$ cat config.mk
export PLATFORM = sky130hd
export DESIGN_NAME = scan_set1_to_terminal_chars
export DESIGN_NICKNAME = d
export VERILOG_FILES = /design/src/hdl/scst_pkg.sv /design/src/hdl/scan_set1_to_terminal_chars.sv /design/src/hdl/scst_front.sv /design/src/hdl/scst_cmd_fifo.sv /design/src/hdl/scst_back.sv
export SDC_FILE = /design/constraint.sdc
export NUM_CORES = 1
export LEC_CHECK = 0
export BUFFER_PORTS_ARGS = -buffer_cell sky130_fd_sc_hd__buf_2
export CORE_MARGIN = 3
export CORE_UTILIZATION = 43
export CTS_BUF_LIST = sky130_fd_sc_hd__clkbuf_16
export DETAILED_ROUTE_END_ITERATION = 16
export PLACE_DENSITY_LB_ADDON = 0.1
export SLEW_MARGIN = 0
export SYNTH_ARGS = -nofsm -noshare
export SYNTH_HDL_FRONTEND = slang
export SYNTH_SLANG_ARGS = --single-unit
export TNS_END_PERCENT = 20
$ cat constraint.sdc
create_clock -name clk -period 7.9 [get_ports clk]
set_input_delay 0.395 -clock clk [delete_from_list [all_inputs] [get_ports clk]]
set_output_delay 0.395 -clock clk [all_outputs]
set_load 0.02 [all_outputs]
$ cat src/hdl/scst_pkg.sv
`timescale 1ns / 1ps

package scst_pkg;

  localparam int unsigned CMD_FIFO_DEPTH = 4;
  localparam int unsigned TBL_LEN = 58;

  localparam logic [7:0] PREFIX_E0   = 8'hE0;
  localparam logic [7:0] K_BACKSPACE = 8'h80;
  localparam logic [7:0] K_ENTER     = 8'h82;
  localparam logic [7:0] K_CTRL      = 8'h83;
  localparam logic [7:0] K_SHIFT     = 8'h84;
  localparam logic [7:0] K_ALT       = 8'h85;
  localparam logic [7:0] KEY_C       = 8'h63;
  localparam logic [7:0] SC_UP       = 8'h48;
  localparam logic [7:0] SC_LEFT     = 8'h4B;
  localparam logic [7:0] SC_RIGHT    = 8'h4D;
  localparam logic [7:0] SC_DOWN     = 8'h50;
  localparam logic [7:0] CH_ESC      = 8'h1B;
  localparam logic [7:0] CH_BS       = 8'h08;
  localparam logic [7:0] CH_SPACE    = 8'h20;
  localparam logic [7:0] CH_LF       = 8'h0A;
  localparam logic [7:0] CH_LBRACKET = 8'h5B;
  localparam logic [7:0] CH_ONE      = 8'h31;
  localparam logic [7:0] CH_TWO      = 8'h32;
  localparam logic [7:0] CH_J        = 8'h4A;
  localparam logic [7:0] CH_H        = 8'h48;
  localparam logic [7:0] CH_A        = 8'h41;
  localparam logic [7:0] CH_B        = 8'h42;
  localparam logic [7:0] CH_C        = 8'h43;
  localparam logic [7:0] CH_D        = 8'h44;

  localparam logic [7:0] PLAIN_TBL [TBL_LEN] = '{
    8'h00, 8'h00, 8'h31, 8'h32, 8'h33, 8'h34, 8'h35, 8'h36, 8'h37, 8'h38,
    8'h39, 8'h30, 8'h2D, 8'h3D, 8'h80, 8'h09, 8'h71, 8'h77, 8'h65, 8'h72,
    8'h74, 8'h79, 8'h75, 8'h69, 8'h6F, 8'h70, 8'h5B, 8'h5D, 8'h82, 8'h83,
    8'h61, 8'h73, 8'h64, 8'h66, 8'h67, 8'h68, 8'h6A, 8'h6B, 8'h6C, 8'h3B,
    8'h27, 8'h60, 8'h84, 8'h5C, 8'h7A, 8'h78, 8'h63, 8'h76, 8'h62, 8'h6E,
    8'h6D, 8'h2C, 8'h2E, 8'h2F, 8'h84, 8'h2A, 8'h85, 8'h20
  };

  localparam logic [7:0] SHIFT_TBL [TBL_LEN] = '{
    8'h00, 8'h00, 8'h21, 8'h40, 8'h23, 8'h24, 8'h25, 8'h5E, 8'h26, 8'h2A,
    8'h28, 8'h29, 8'h5F, 8'h2B, 8'h80, 8'h09, 8'h51, 8'h57, 8'h45, 8'h52,
    8'h54, 8'h59, 8'h55, 8'h49, 8'h4F, 8'h50, 8'h7B, 8'h7D, 8'h82, 8'h83,
    8'h41, 8'h53, 8'h44, 8'h46, 8'h47, 8'h48, 8'h4A, 8'h4B, 8'h4C, 8'h3A,
    8'h22, 8'h7E, 8'h84, 8'h5C, 8'h5A, 8'h58, 8'h43, 8'h56, 8'h42, 8'h4E,
    8'h4D, 8'h3C, 8'h3E, 8'h3F, 8'h84, 8'h2A, 8'h85, 8'h20
  };

  typedef enum logic [1:0] {
    CMD_CHAR  = 2'd0,
    CMD_BS    = 2'd1,
    CMD_CLEAR = 2'd2,
    CMD_ARROW = 2'd3
  } cmd_kind_t;

  typedef struct packed {
    cmd_kind_t  kind;
    logic [7:0] ch;
  } cmd_t;

  typedef struct packed {
    logic mid_seq;
  } back_stat_t;

  function automatic logic [7:0] tbl_lookup(input logic shifted, input logic [6:0] idx);
    logic [7:0] res;
    res = 8'h00;
    if (idx < 7'(TBL_LEN)) begin
      res = shifted ? SHIFT_TBL[idx[5:0]] : PLAIN_TBL[idx[5:0]];
    end
    return res;
  endfunction

  function automatic logic [2:0] seq_last(input cmd_kind_t kind);
    logic [2:0] res;
    unique case (kind)
      CMD_CHAR:  res = 3'd0;
      CMD_BS:    res = 3'd2;
      CMD_CLEAR: res = 3'd6;
      CMD_ARROW: res = 3'd3;
      default:   res = 3'd0;
    endcase
    return res;
  endfunction

  function automatic logic [7:0] seq_char(input cmd_t cmd, input logic [2:0] step);
    logic [7:0] res;
    res = cmd.ch;
    unique case (cmd.kind)
      CMD_CHAR: res = cmd.ch;
      CMD_BS:   res = (step == 3'd1) ? CH_SPACE : CH_BS;
      CMD_CLEAR: begin
        unique case (step)
          3'd0, 3'd4: res = CH_ESC;
          3'd1, 3'd5: res = CH_LBRACKET;
          3'd2:       res = CH_TWO;
          3'd3:       res = CH_J;
          3'd6:       res = CH_H;
          default:    res = CH_H;
        endcase
      end
      CMD_ARROW: begin
        unique case (step)
          3'd0:    res = CH_ESC;
          3'd1:    res = CH_LBRACKET;
          3'd2:    res = CH_ONE;
          default: res = cmd.ch;
        endcase
      end
      default: res = cmd.ch;
    endcase
    return res;
  endfunction

endpackage

$ cat src/hdl/scan_set1_to_terminal_chars.sv
`timescale 1ns / 1ps
// A request passes through the command queue and then the output character register.
// One request per cycle in while the queue has room, one character per cycle out while results
// are popped; a request emitting N characters (up to seven) holds the sequencer until its last.
// A four-entry command queue between decoder and sequencer absorbs result stalls.
// Reset (synchronous, active low) clears the modifier flags, the previous byte and all queues.
module scan_set1_to_terminal_chars #(
  parameter int unsigned CmdFifoDepth = scst_pkg::CMD_FIFO_DEPTH
) (
  input  logic       clk,
  input  logic       rst_n,
  input  logic       in_push,
  output logic       in_full,
  input  logic [7:0] in_scan_byte,
  input  logic       out_pop,
  output logic       out_empty,
  output logic [7:0] out_char_code,
  output logic       out_last_char
);

  logic                 cmd_push;
  logic                 cmd_pop;
  logic                 cmd_full;
  logic                 cmd_empty;
  scst_pkg::cmd_t       cmd_in;
  scst_pkg::cmd_t       cmd_head;
  scst_pkg::back_stat_t back_stat;

  assign in_full = cmd_full;

  scst_front u_front (
    .clk          (clk),
    .rst_n        (rst_n),
    .in_push      (in_push),
    .in_scan_byte (in_scan_byte),
    .cmd_full     (cmd_full),
    .cmd_push     (cmd_push),
    .cmd          (cmd_in)
  );

  scst_cmd_fifo #(
    .Depth (CmdFifoDepth)
  ) u_fifo (
    .clk      (clk),
    .rst_n    (rst_n),
    .push     (cmd_push),
    .push_cmd (cmd_in),
    .pop      (cmd_pop),
    .full     (cmd_full),
    .empty    (cmd_empty),
    .head     (cmd_head)
  );

  scst_back u_back (
    .clk           (clk),
    .rst_n         (rst_n),
    .cmd_empty     (cmd_empty),
    .cmd           (cmd_head),
    .cmd_pop       (cmd_pop),
    .out_pop       (out_pop),
    .out_empty     (out_empty),
    .out_char_code (out_char_code),
    .out_last_char (out_last_char),
    .stat          (back_stat)
  );

  // A partly sent sequence always keeps its command at the queue head.
  a_mid_seq_has_cmd: assert property (@(posedge clk) disable iff (!rst_n)
    back_stat.mid_seq |-> !cmd_empty)
    else $error("sequencer mid-sequence with empty command queue");

  // Taking a character that is not the last one is followed at once by the next one.
  a_seq_continues: assert property (@(posedge clk) disable iff (!rst_n)
    (out_pop && !out_empty && !out_last_char) |=> !out_empty)
    else $error("character sequence interrupted");

  // The queue only fills as a result of an accepted request.
  a_full_after_push: assert property (@(posedge clk) disable iff (!rst_n)
    $rose(in_full) |-> $past(in_push && !in_full))
    else $error("command queue filled without an accepted request");

endmodule

$ cat src/hdl/scst_front.sv
`timescale 1ns / 1ps

module scst_front (
  input  logic              clk,
  input  logic              rst_n,
  input  logic              in_push,
  input  logic [7:0]        in_scan_byte,
  input  logic              cmd_full,
  output logic              cmd_push,
  output scst_pkg::cmd_t    cmd
);

  logic       shift_r, shift_nxt;
  logic       ctrl_r, ctrl_nxt;
  logic       alt_r, alt_nxt;
  logic [7:0] prev_r, prev_nxt;
  logic       accept;
  logic       released;
  logic [7:0] code;
  logic [7:0] ch;
  logic       emit;

  assign accept   = in_push && !cmd_full;
  assign released = in_scan_byte[7];
  assign code     = scst_pkg::tbl_lookup(1'b0, in_scan_byte[6:0]);
  assign ch       = scst_pkg::tbl_lookup(shift_r, in_scan_byte[6:0]);

  always_comb begin
    shift_nxt = shift_r;
    ctrl_nxt  = ctrl_r;
    alt_nxt   = alt_r;
    prev_nxt  = prev_r;
    emit      = 1'b0;
    cmd.kind  = scst_pkg::CMD_CHAR;
    cmd.ch    = ch;
    if (accept) begin
      prev_nxt = in_scan_byte;
      if (released) begin
        if (code == scst_pkg::K_SHIFT) begin
          shift_nxt = 1'b0;
        end else if (code == scst_pkg::K_CTRL) begin
          ctrl_nxt = 1'b0;
        end else if (code == scst_pkg::K_ALT) begin
          alt_nxt = 1'b0;
        end
      end else if (code == scst_pkg::K_SHIFT) begin
        shift_nxt = 1'b1;
      end else if (code == scst_pkg::K_CTRL) begin
        ctrl_nxt = 1'b1;
      end else if (code == scst_pkg::K_ALT) begin
        alt_nxt = 1'b1;
      end else if (code == scst_pkg::K_BACKSPACE) begin
        emit     = 1'b1;
        cmd.kind = scst_pkg::CMD_BS;
      end else if (code == scst_pkg::K_ENTER) begin
        emit   = 1'b1;
        cmd.ch = scst_pkg::CH_LF;
      end else if (prev_r != scst_pkg::PREFIX_E0) begin
        if (ctrl_r && code == scst_pkg::KEY_C) begin
          emit     = 1'b1;
          cmd.kind = scst_pkg::CMD_CLEAR;
        end else begin
          emit = (ch != 8'h00);
        end
      end else begin
        cmd.kind = scst_pkg::CMD_ARROW;
        if (in_scan_byte == scst_pkg::SC_UP) begin
          emit   = 1'b1;
          cmd.ch = scst_pkg::CH_A;
        end else if (in_scan_byte == scst_pkg::SC_LEFT) begin
          emit   = 1'b1;
          cmd.ch = scst_pkg::CH_D;
        end else if (in_scan_byte == scst_pkg::SC_RIGHT) begin
          emit   = 1'b1;
          cmd.ch = scst_pkg::CH_C;
        end else if (in_scan_byte == scst_pkg::SC_DOWN) begin
          emit   = 1'b1;
          cmd.ch = scst_pkg::CH_B;
        end
      end
    end
  end

  assign cmd_push = emit;

  always_ff @(posedge clk) begin
    if (!rst_n) begin
      shift_r <= 1'b0;
      ctrl_r  <= 1'b0;
      alt_r   <= 1'b0;
      prev_r  <= 8'h00;
    end else begin
      shift_r <= shift_nxt;
      ctrl_r  <= ctrl_nxt;
      alt_r   <= alt_nxt;
      prev_r  <= prev_nxt;
    end
  end

endmodule

$ cat src/hdl/scst_cmd_fifo.sv
`timescale 1ns / 1ps

module scst_cmd_fifo #(
  parameter int unsigned Depth = scst_pkg::CMD_FIFO_DEPTH
) (
  input  logic              clk,
  input  logic              rst_n,
  input  logic              push,
  input  scst_pkg::cmd_t    push_cmd,
  input  logic              pop,
  output logic              full,
  output logic              empty,
  output scst_pkg::cmd_t    head
);

  localparam int unsigned PtrW = (Depth > 1) ? $clog2(Depth) : 1;
  localparam int unsigned CntW = $clog2(Depth + 1);
  localparam logic [PtrW-1:0] LastPtr = PtrW'(Depth - 1);

  scst_pkg::cmd_t mem_r [Depth];
  logic [PtrW-1:0] wr_r, wr_nxt;
  logic [PtrW-1:0] rd_r, rd_nxt;
  logic [CntW-1:0] cnt_r, cnt_nxt;
  logic            do_push;
  logic            do_pop;

  assign full    = (cnt_r == CntW'(Depth));
  assign empty   = (cnt_r == '0);
  assign do_push = push && !full;
  assign do_pop  = pop && !empty;
  assign head    = mem_r[rd_r];

  always_comb begin
    wr_nxt  = wr_r;
    rd_nxt  = rd_r;
    cnt_nxt = cnt_r;
    if (do_push) begin
      wr_nxt = (wr_r == LastPtr) ? '0 : wr_r + 1'b1;
    end
    if (do_pop) begin
      rd_nxt = (rd_r == LastPtr) ? '0 : rd_r + 1'b1;
    end
    if (do_push && !do_pop) begin
      cnt_nxt = cnt_r + 1'b1;
    end else if (do_pop && !do_push) begin
      cnt_nxt = cnt_r - 1'b1;
    end
  end

  always_ff @(posedge clk) begin
    if (!rst_n) begin
      wr_r  <= '0;
      rd_r  <= '0;
      cnt_r <= '0;
    end else begin
      wr_r  <= wr_nxt;
      rd_r  <= rd_nxt;
      cnt_r <= cnt_nxt;
    end
  end

  always_ff @(posedge clk) begin
    if (do_push) begin
      mem_r[wr_r] <= push_cmd;
    end
  end

endmodule

$ cat src/hdl/scst_back.sv
`timescale 1ns / 1ps

module scst_back (
  input  logic                  clk,
  input  logic                  rst_n,
  input  logic                  cmd_empty,
  input  scst_pkg::cmd_t        cmd,
  output logic                  cmd_pop,
  input  logic                  out_pop,
  output logic                  out_empty,
  output logic [7:0]            out_char_code,
  output logic                  out_last_char,
  output scst_pkg::back_stat_t  stat
);

  logic [2:0] step_r, step_nxt;
  logic       valid_r, valid_nxt;
  logic [7:0] char_r, char_nxt;
  logic       last_r, last_nxt;
  logic       advance;
  logic       fire;
  logic       at_end;

  assign advance = !valid_r || out_pop;
  assign fire    = advance && !cmd_empty;
  assign at_end  = (step_r == scst_pkg::seq_last(cmd.kind));
  assign cmd_pop = fire && at_end;

  always_comb begin
    step_nxt  = step_r;
    valid_nxt = valid_r;
    char_nxt  = char_r;
    last_nxt  = last_r;
    if (advance) begin
      valid_nxt = fire;
    end
    if (fire) begin
      char_nxt = scst_pkg::seq_char(cmd, step_r);
      last_nxt = at_end;
      step_nxt = at_end ? 3'd0 : step_r + 3'd1;
    end
  end

  always_ff @(posedge clk) begin
    if (!rst_n) begin
      step_r  <= 3'd0;
      valid_r <= 1'b0;
    end else begin
      step_r  <= step_nxt;
      valid_r <= valid_nxt;
    end
  end

  always_ff @(posedge clk) begin
    char_r <= char_nxt;
    last_r <= last_nxt;
  end

  assign out_empty     = !valid_r;
  assign out_char_code = char_r;
  assign out_last_char = last_r;
  assign stat.mid_seq  = (step_r != 3'd0);

endmodule

==> impl_results.md <==
- Status: finished clean
- Largest area contributor in the netlist: edfxtp_1
- Pwr/cell area: 269 mW/mm^2
- Core Area: 0.0109 mm^2
- IO buf count: 22
- Synthesized cell area: 0.00483 mm^2
- Part of the power in registers: 38.6%
- Comb power frac: 35.4%
- Num rows: 38
- Share of cells above drive strength 1: 12.8%
- CTS HTree Levels: 3
- Crit path time final: 5.00 ns
- Cts-stage hold buffer count: 0
- 1st-iter DRT viols: 429
- Clk_lat worst skew: 0.33 ns
- Hold Path Class: in2reg
- Clock Pin Slew Worst Setup and Hold Paths: 0.06 ns
- Layout area overhead: 8.32%
- Die boundary height: 112 um
- Final setup fails: 0
- Cells after synthesis: 488
- Gpl congestion: 0.962
- Yosys reg bits: 72
- Synth top area share: 30.5%
- First-pass GRT wire length: 20300 um
- CP endpoint: u_fifo.cnt_r[2]$_SDFFE_PN0P_
- Drt total wl: 12300 um
- Seq/Total Area, Yosys: 40.0%
- Pint: 904 uW
- Largest net degree at the start of global routing: 54
- Pleak: 0.00190 uW
- Slew @ Worst Pin: 0.874 ns
- CTS Buf Count: 9
- # DRC: 0
- Met1 Use GR: 25.7%
- WP data arrival: 5.24 ns
- M2 GR Usage: 33.1%
- Sw Pwr: 501 uW
- Worst reg2reg setup slack: 4.04 ns
- Top_reg_cell synth: edfxtp_1
- IO Pins: 23
- Commonest non-fill, non-tap cells in the layout: edfxtp_1, nor2_1, nand2_1, o21ai_0, nor2b_1
- Worst VDD drop: 0.000146 V
- CP Capture Type: register
- Worst-case reg-to-reg path depth: 12
- Clock buffer depth: 2
- Gr busiest metal: met2
- Fin cells: 632
- Crit. Startpoint: in_scan_byte[2]
- Skew final: 0.00846 ns
- Syn nets: 525
- Routed via count: 3948
- Post-CTS setup buffers: 0
- First-pass detailed-route iteration total: 5
- Drt via density: 6.25
- Die area: 0.0125 mm^2
- Number of synthesized flops with an enable pin: 49
- GR met3 Demand/Resource: 2.77%
- Synth area leaders: edfxtp_1, dfxtp_1, ha_1, mux4_2, nor2b_1
- Die span in x: 112 um
- Max FO, Critical Path: 38
- Net Sw Frac: 35.7%
- Post-route setup TNS: 0 ns
- Fmax: 200 MHz
- Worst r2r src: u_fifo.cnt_r[0]$_SDFFE_PN0P_
- GR Util All Layers: 20.1%
- Unrepaired setup endpoints after global routing: no
- Pins Over Slew Limit: 0
- Yosys cell types: 77
- CTS tree: done
- Fin crit share: 63.3%
- Critical path type: in2reg
- Headroom to the max-slew limit: 41.8%
- Crit Reg-Reg Endpoint: u_fifo.cnt_r[2]$_SDFFE_PN0P_
- Most common cell after layout, fill and taps aside: edfxtp_1
- CTS Root Cell: clkbuf_16
- Grt total ovfl: 0
- Power after layout: 1410 uW
- Final hold vios: 0
- Placed cells: 616
- Syn avg cell area: 9.89 um^2
- Post-route ant nets: 0
- Vias in the first global route: 3759
- CTS Sinks: 72
- HPWL after DPL: 8830 um
- Required @ worst endpoint: 8.14 ns
- Async S/R FF share, synth: 0%
- Critical path startpoint category: input port
- Post-detailed-route wirelength per cell: 19.5 um
- Initial antenna violation count: 0
- Post-cts sizing count: 0
- # diodes: 0
- Initial Util: 44.3%
- Clk pwr share: 26.1%
- Max Cap Viol: 0
- # nets final: 524
- Synth Warn #: 0
## synthesized netlist by cell type (3+ instances only)
| library cell | number |
|---|---|
| o21a_1 | 4 |
| inv_1 | 18 |
| o311ai_0 | 3 |
| mux2i_1 | 10 |
| nor3_1 | 7 |
| o21ai_0 | 26 |
| a21oi_1 | 20 |
| nor2_1 | 39 |
| o211ai_1 | 5 |
| o2bb2ai_1 | 3 |
| dfxtp_1 | 23 |
| or3_1 | 4 |
| a221oi_1 | 3 |
| clkbuf_1 | 16 |
| and3_1 | 3 |
| nand3_1 | 10 |
| edfxtp_1 | 49 |
| a311oi_1 | 4 |
| nand2_1 | 31 |
| nand4_1 | 7 |
| nand2b_1 | 14 |
| and2_1 | 10 |
| xnor2_1 | 5 |
| ha_1 | 24 |
| buf_1 | 5 |
| a22oi_1 | 7 |
| o31ai_1 | 6 |
| buf_2 | 11 |
| mux4_2 | 11 |
| a211oi_1 | 8 |
| nor2b_1 | 25 |
| or2_2 | 3 |
| o211a_1 | 3 |
| o221ai_1 | 3 |
| a31oi_1 | 6 |
## power by group through the flow
stage	Combinational, uW	Clock [uW]	Sequential, uW
2_1_floorplan	366	0	556
5_1_grt	548	393	555
4_1_cts	494	375	545
6_report	497	367	542
3_3_place_gp	487	0	549
3_5_place_dp	492	0	552
## per-stage QoR
step,worst slack [ns],hold WS [ns],instance area (um^2),utilization (%)
floorplan,3.15,0.468,4830,-
global placement,2.73,0.486,4950,45.5
detailed placement,2.61,0.502,4950,45.5
CTS,2.96,0.384,5230,48.0
global route,2.60,0.431,5230,48.0
finish,2.90,0.399,5230,48.0
## worst max-delay path: stages
cell	delay (ns)
buf_2	0.32
inv_1	0.53
ha_1	0.29
and4b_1	0.23
nor2_1	0.41
nand3_1	0.21
or4b_4	0.58
o41a_1	0.49
a211oi_4	0.36
ha_1	0.25
inv_1	0.07
fa_1	0.42
xor2_1	0.18
or3_1	0.31
a21boi_0	0.19
## registers in the layout (all words and copies together), names as in the netlist, named ones only
signal                flops
u_fifo.mem_r             40
u_back.out_char_code      8
u_front.prev_r            8
u_back.step_r             3
u_fifo.cnt_r              3
u_fifo.rd_r               2
u_fifo.wr_r               2
u_back.out_last_char      1
u_back.valid_r            1
u_front.ctrl_r            1
u_front.shift_r           1
## worst min-delay path by stage
| stage | start | endpoint | slack (ns) | cells after the start |
|---|---|---|---|---|
| finish | out_pop | u_back.valid_r$_SDFFE_PN0N_ | 0.40 | 3 |
| global route | out_pop | u_back.valid_r$_SDFFE_PN0N_ | 0.43 | 3 |
| CTS | out_pop | u_back.valid_r$_SDFFE_PN0N_ | 0.38 | 3 |
| detailed placement | u_fifo.wr_r[1]$_SDFFE_PN0P_ | u_fifo.wr_r[1]$_SDFFE_PN0P_ | 0.50 | 2 |
| global placement | u_fifo.cnt_r[2]$_SDFFE_PN0P_ | u_fifo.cnt_r[2]$_SDFFE_PN0P_ | 0.49 | 2 |
| floorplan | u_fifo.wr_r[1]$_SDFFE_PN0P_ | u_fifo.wr_r[1]$_SDFFE_PN0P_ | 0.47 | 2 |
## metal layers
metal | share of wire (%) | vias up | wire length (um)
met1 | 42 | 1912 | 5150
met5 | 0 | - | 0
li1 | - | 1849 | -
met4 | 3.7 | 0 | 454
met3 | 5.3 | 34 | 654
met2 | 49 | 153 | 6030
## kinds of logic after synthesis
group / share of synthesized area [%]
adders and majority gates: 6.64
muxes: 7.67
DFF: 40.0
xor gates and xnor gates: 1.09
and+or+nand+nor: 19.0
buffers and inverters: 4.80
AOI/OAI and AO/OA: 20.8
## layout make-up
type	count	area [um^2]
Sequential cell	72	1930
Clock buffer	9	225
Timing Repair Buffer	23	118
Multi-Input combinational cell	363	2660
Clock inverter	7	47.5
Fill cell	1028	5660
Inverter	18	67.6
Tap cell	140	175
Power figures use the tool's default switching activity.
